`config.mk`:
```
export PLATFORM = sky130hd
export DESIGN_NAME = mgr_cell
export DESIGN_NICKNAME = d
export VERILOG_FILES = /design/src/rtl/core/mgr_pkg.sv /design/src/rtl/core/mgr_cell.sv
export SDC_FILE = /design/constraint.sdc
export NUM_CORES = 1
export LEC_CHECK = 0
export ABC_AREA = 1
export BUFFER_PORTS_ARGS = -buffer_cell sky130_fd_sc_hd__buf_4
export CAP_MARGIN = 20
export CORE_AREA = 3 3 156 128
export CTS_BUF_LIST = sky130_fd_sc_hd__clkbuf_4 sky130_fd_sc_hd__clkbuf_8 sky130_fd_sc_hd__clkbuf_16
export DETAILED_ROUTE_END_ITERATION = 8
export DIE_AREA = 0 0 159 131
export GPL_TIMING_DRIVEN = 0
export PLACE_DENSITY = 0.76
export SLEW_MARGIN = 30
export SYNTH_ARGS = -nofsm -noshare
export SYNTH_HDL_FRONTEND = slang
export SYNTH_SLANG_ARGS = --single-unit
```
`constraint.sdc`:
```
create_clock -name clock -period 6.5 [get_ports clock]
set_input_delay 0.65 -clock clock [delete_from_list [all_inputs] [get_ports clock]]
set_output_delay 0.65 -clock clock [all_outputs]
set_load 0.01 [all_outputs]
```
`src/rtl/core/mgr_pkg.sv`:
```
// Package for the min gap and range tracker: probe, result and state types,
// status codes and fixed widths. No dependencies.
package mgr_pkg;

   localparam int WORD_W = 32;
   localparam int CAP_W = 7;
   localparam int STAT_W = 2;

   localparam logic [STAT_W-1:0] STATUS_OK = 2'd0;
   localparam logic [STAT_W-1:0] STATUS_FULL = 2'd1;
   localparam logic [STAT_W-1:0] STATUS_FEW = 2'd2;

   localparam logic [CAP_W-1:0] CAP_RESET = 7'd64;
   localparam int MIN_FOR_SPANS = 2;

   // probe token walking down the cell chain
   typedef struct packed {
      logic              valid;
      logic              store;
      logic [WORD_W-1:0] value;
      logic [WORD_W-1:0] gap;
   } probe_type;

   typedef struct packed {
      logic [STAT_W-1:0] status;
      logic [WORD_W-1:0] shortest;
      logic [WORD_W-1:0] longest;
      logic [CAP_W-1:0]  count;
   } result_type;

   typedef enum logic [1:0] {
      ST_IDLE,
      ST_RUN,
      ST_HOLD
   } state_type;

endpackage

```
`src/rtl/core/mgr_cell.sv`:
```
// One cell of the tracker chain: holds one stored value and folds its gap to
// the passing probe into the running minimum. Depends on mgr_pkg.
module mgr_cell
   import mgr_pkg::*;
#(
   parameter int INDEX = 0,
   parameter int CW = 7
) (
   input  logic            clock,
   input  logic            reset,
   input  logic [CW-1:0]   count_i,
   input  probe_type       probe_i,
   output probe_type       probe_o
);

   logic [WORD_W-1:0] held_ff, held_in;
   probe_type         probe_ff, probe_in;
   logic              occupied;
   logic              is_slot;
   logic              v_less;
   logic [WORD_W-1:0] diff;

   assign occupied = (CW'(INDEX) < count_i);
   assign is_slot  = (CW'(INDEX) == count_i);
   assign v_less   = ($signed(probe_i.value) < $signed(held_ff));
   assign diff     = v_less ? (held_ff - probe_i.value) : (probe_i.value - held_ff);

   always_comb begin
      probe_in = probe_i;
      held_in  = held_ff;
      if (probe_i.valid && probe_i.store) begin
         if (occupied && (diff < probe_i.gap)) begin
            probe_in.gap = diff;
         end
         // first free slot takes the new value
         if (is_slot) begin
            held_in = probe_i.value;
         end
      end
   end

   always_ff @(posedge clock) begin
      held_ff <= held_in;
      if (reset) begin
         probe_ff <= '0;
      end else begin
         probe_ff <= probe_in;
      end
   end

   assign probe_o = probe_ff;

endmodule

```
==> summary.md <==
| Metric | Value |
|---|---|
| Outcome | finished clean |
| RSZ-0062 raised after global routing | no |
| Mapped Nets | ~1600 |
| Initial antenna violation count | 0 |
| H-tree depth | 3 |
| Flops & latches, synth | 98 |
| P_sw | 0.611 mW |
| Switching share of total power | 34.2% |
| Via count | 8635 |
| Final hold vios | 0 |
| Core Box Area | 18700 µm² |
| Global Route Usage Sum | 25.3% |
| # nets final | roughly 1700 |
| Crit path kind | input port to register |
| Min Tclk post-route | roughly 4.8 ns |
| Total chip power | 1.79 mW |
| Via density | 4.80 |
| Critical path launch point type | input port |
| Clk buf depth | 2 |
| Layout cells sized above 1 | 13.1% |
| P_leak | just over 6 nW |
| Comb pwr share | 30.7% |
| Area of the die | 20800 µm² |
| Die X | around 160 µm |
| Worst skew pair latency | 0.36 ns |
| Worst path max stage delay | 0.51 ns |
| Fillers | 1932 |
| Hold Buf Count CTS | 0 |
| Final worst-path cycle share | 74.3% |
| CTS tree | done |
| Post-synthesis sequential area ratio | 26.5% |
| PD cells | between 150 and 200 nW/µm² |
| Ant. Diodes | 0 |
| Site Rows | 45 |
| Starting Density | ~46% |
| Die Y | roughly 130 µm |
| WP data required | slightly below 7 ns |
| Largest net degree at the start of global routing | 24 |
| Vias in the first global route | just over 8000 |
| Mapped Avg Cell Area | 6.22 µm² |
| Slew HR | about half |
| Crit-path slowest cell | a21boi_1 |
| Port Buf Inserts | 139 |
| Drt pass-1 iters | 5 |
| First DRT Iteration DRCs | 609 |
| Routed length per instance | 14.5 µm |
| Peak Freq | 207 MHz |
| TNS Setup | 0 ns |
| DP Wirelength | 22300 µm |
| Most frequent CP cell | nand2_1 |
| # setup viols final | 0 |
| Resize count post-CTS | 0 |
| Syn. warnings | 0 |
| Reg power frac | 37.4% |
| Final RePlAce weighted congestion | about 0.94 |
| Number of top-level pins | 141 |
| Critical Path Fanout Max | 10 |
| Max-Cap Viols | 0 |
| Critical Path End Type | register |
| Cell taking the most area after synthesis | nand2_1 |
| Cells after Synth | 1386 |
| Post-CTS Repair Setup Buffers | 0 |
| Buf+Inv Stages, Crit Path | 5 |
| Internal power | between 1 and 1.5 mW |
| ANT nets after route | 0 |
| CP delay by family, top | simple AND/OR/NAND/NOR gates |
| Global-route wire length before repair | 41800 µm |
| Worst min path class | input port to register |
| Clock buffer count from CTS | 9 |
| Clk sinks | 98 |
| Slew Limit Fails | 0 |
| Synthesized area | 8620 µm² |
| Root cell of the clock tree | clkbuf_16 |
| Worst-path clk slew | 0.08 ns |
| Distinct cells, synth | 33 |
| Arrival @ worst endpoint | between 5 and 6 ns |
| Top cells by area, synth | nand2_1 21%, dfxtp_1 15%, ha_1 14% |
| Clk pwr share | 32.0% |
| Post-Route WL | 26100 µm |
| Peak supply drop | 146 µV |
| Layout Skew | 0.0101 ns |
| R2R setup slack | 1.70 ns |
| DRC Markers | 0 |
| GR Overflow Total | 0 |
| Area grow syn2layout | 19.9% |
| Worst slew pin tran | 0.760 ns |
| Post-synth top area share | a little over a fifth |
## cells in the final DEF, fill, tap and decap left out, drive strengths merged
cell type	n
xnor2	3
clkbuf	26
nand3b	1
nor3	4
a21boi	1
nand2b	1
buf	157
o21ai	22
and3	1
and2	1
inv	290
xor2	31
o21a	2
ha	94
nand4	9
fa	2
nand2	501
nor2	101
bufinv	1
dfxtp	66
a21oi	110
nand3	74
o21bai	7
clkinv	2
edfxtp	32
nor4	2
clkinvlp	1
## logic make-up after synthesis
logic type | Yosys count | synth area share, %
AOI/OAI and AO/OA | 142 | 8.54
adders and majority gates | 96 | 14.1
buffers and inverters | 321 | 14.6
DFF | 98 | 26.5
xor gates and xnor gates | 34 | 3.76
and+or+nand+nor | 695 | 32.5
## layout make-up
cell class,count,area [µm²],area share (%)
sequential,98,2280,22.1
buffer,34,183,1.77
clock buffer,9,225,2.18
multi-input combinational,967,5080,49.2
clock inverter,7,83.8,0.812
timing repair buffer,140,1070,10.4
inverter,287,1080,10.4
tap,258,323,3.13
## power groups by stage
stage               clock network, mW  logic [mW]  registers [mW]
finish                          0.572       0.548           0.668
floorplan                           0       0.328           0.698
global route                    0.606       0.617           0.672
CTS                             0.582       0.543           0.668
detailed placement                  0       0.539           0.682
global placement                    0       0.527           0.682
## Yosys cell counts (all sizes together)
cell type and instances:
and2 1, xnor2 3, nand3 74, o21ai 22, xor2 31, nor4 2
nor2 101, fa 2, o21bai 7, buf 17, edfxtp 32, clkbuf 17
a21oi 110, nand2b 1, nand3b 1, dfxtp 66, a21boi 1, ha 94
and3 1, nand2 501, inv 287, nand4 9, nor3 4, o21a 2
## per-layer routing
metal / track usage, % / vias to the layer above / part of all wire [%]
li1: - / 4509 / -
met1: 38.0 / 3818 / 52
met2: 38.6 / 289 / 40
met3: 4.44 / 19 / 7.1
met4: 4.37 / 0 / 0.87
met5: 0 / - / 0
## metrics by stage
stage / cell area, µm² / hold WS [ns] / instances / setup WS [ns] / utilization (%)
6_report: 10300 / 0.481 / 1800 / 1.67 / 55.2
5_1_grt: 10300 / 0.473 / 1800 / 1.32 / 55.2
4_1_cts: 10300 / 0.474 / 1800 / 1.74 / 55.2
3_5_place_dp: 10000 / 0.751 / 1784 / 1.37 / 53.6
3_3_place_gp: 9980 / 0.727 / 1783 / 1.41 / 53.4
2_1_floorplan: 8620 / 0.622 / 1386 / 2.45 / -
## path summary, 6_finish.rpt
path	cells after the start	startpoint	to
setup / recovery	25	probe_i[56]	probe_o[26]
hold / removal	1	probe_i[33]	held_ff[1]
setup reg to reg	23	held_ff[24]	probe_o[26]
hold reg to reg	4	held_ff[0]	probe_o[0]
## flip-flops by register name, summed over array words and instances (netlist names)
| name | flops |
|---|---|
| probe_o | 66 |
| held_ff | 32 |
No activity file was read; power rests on OpenSTA's default activity.
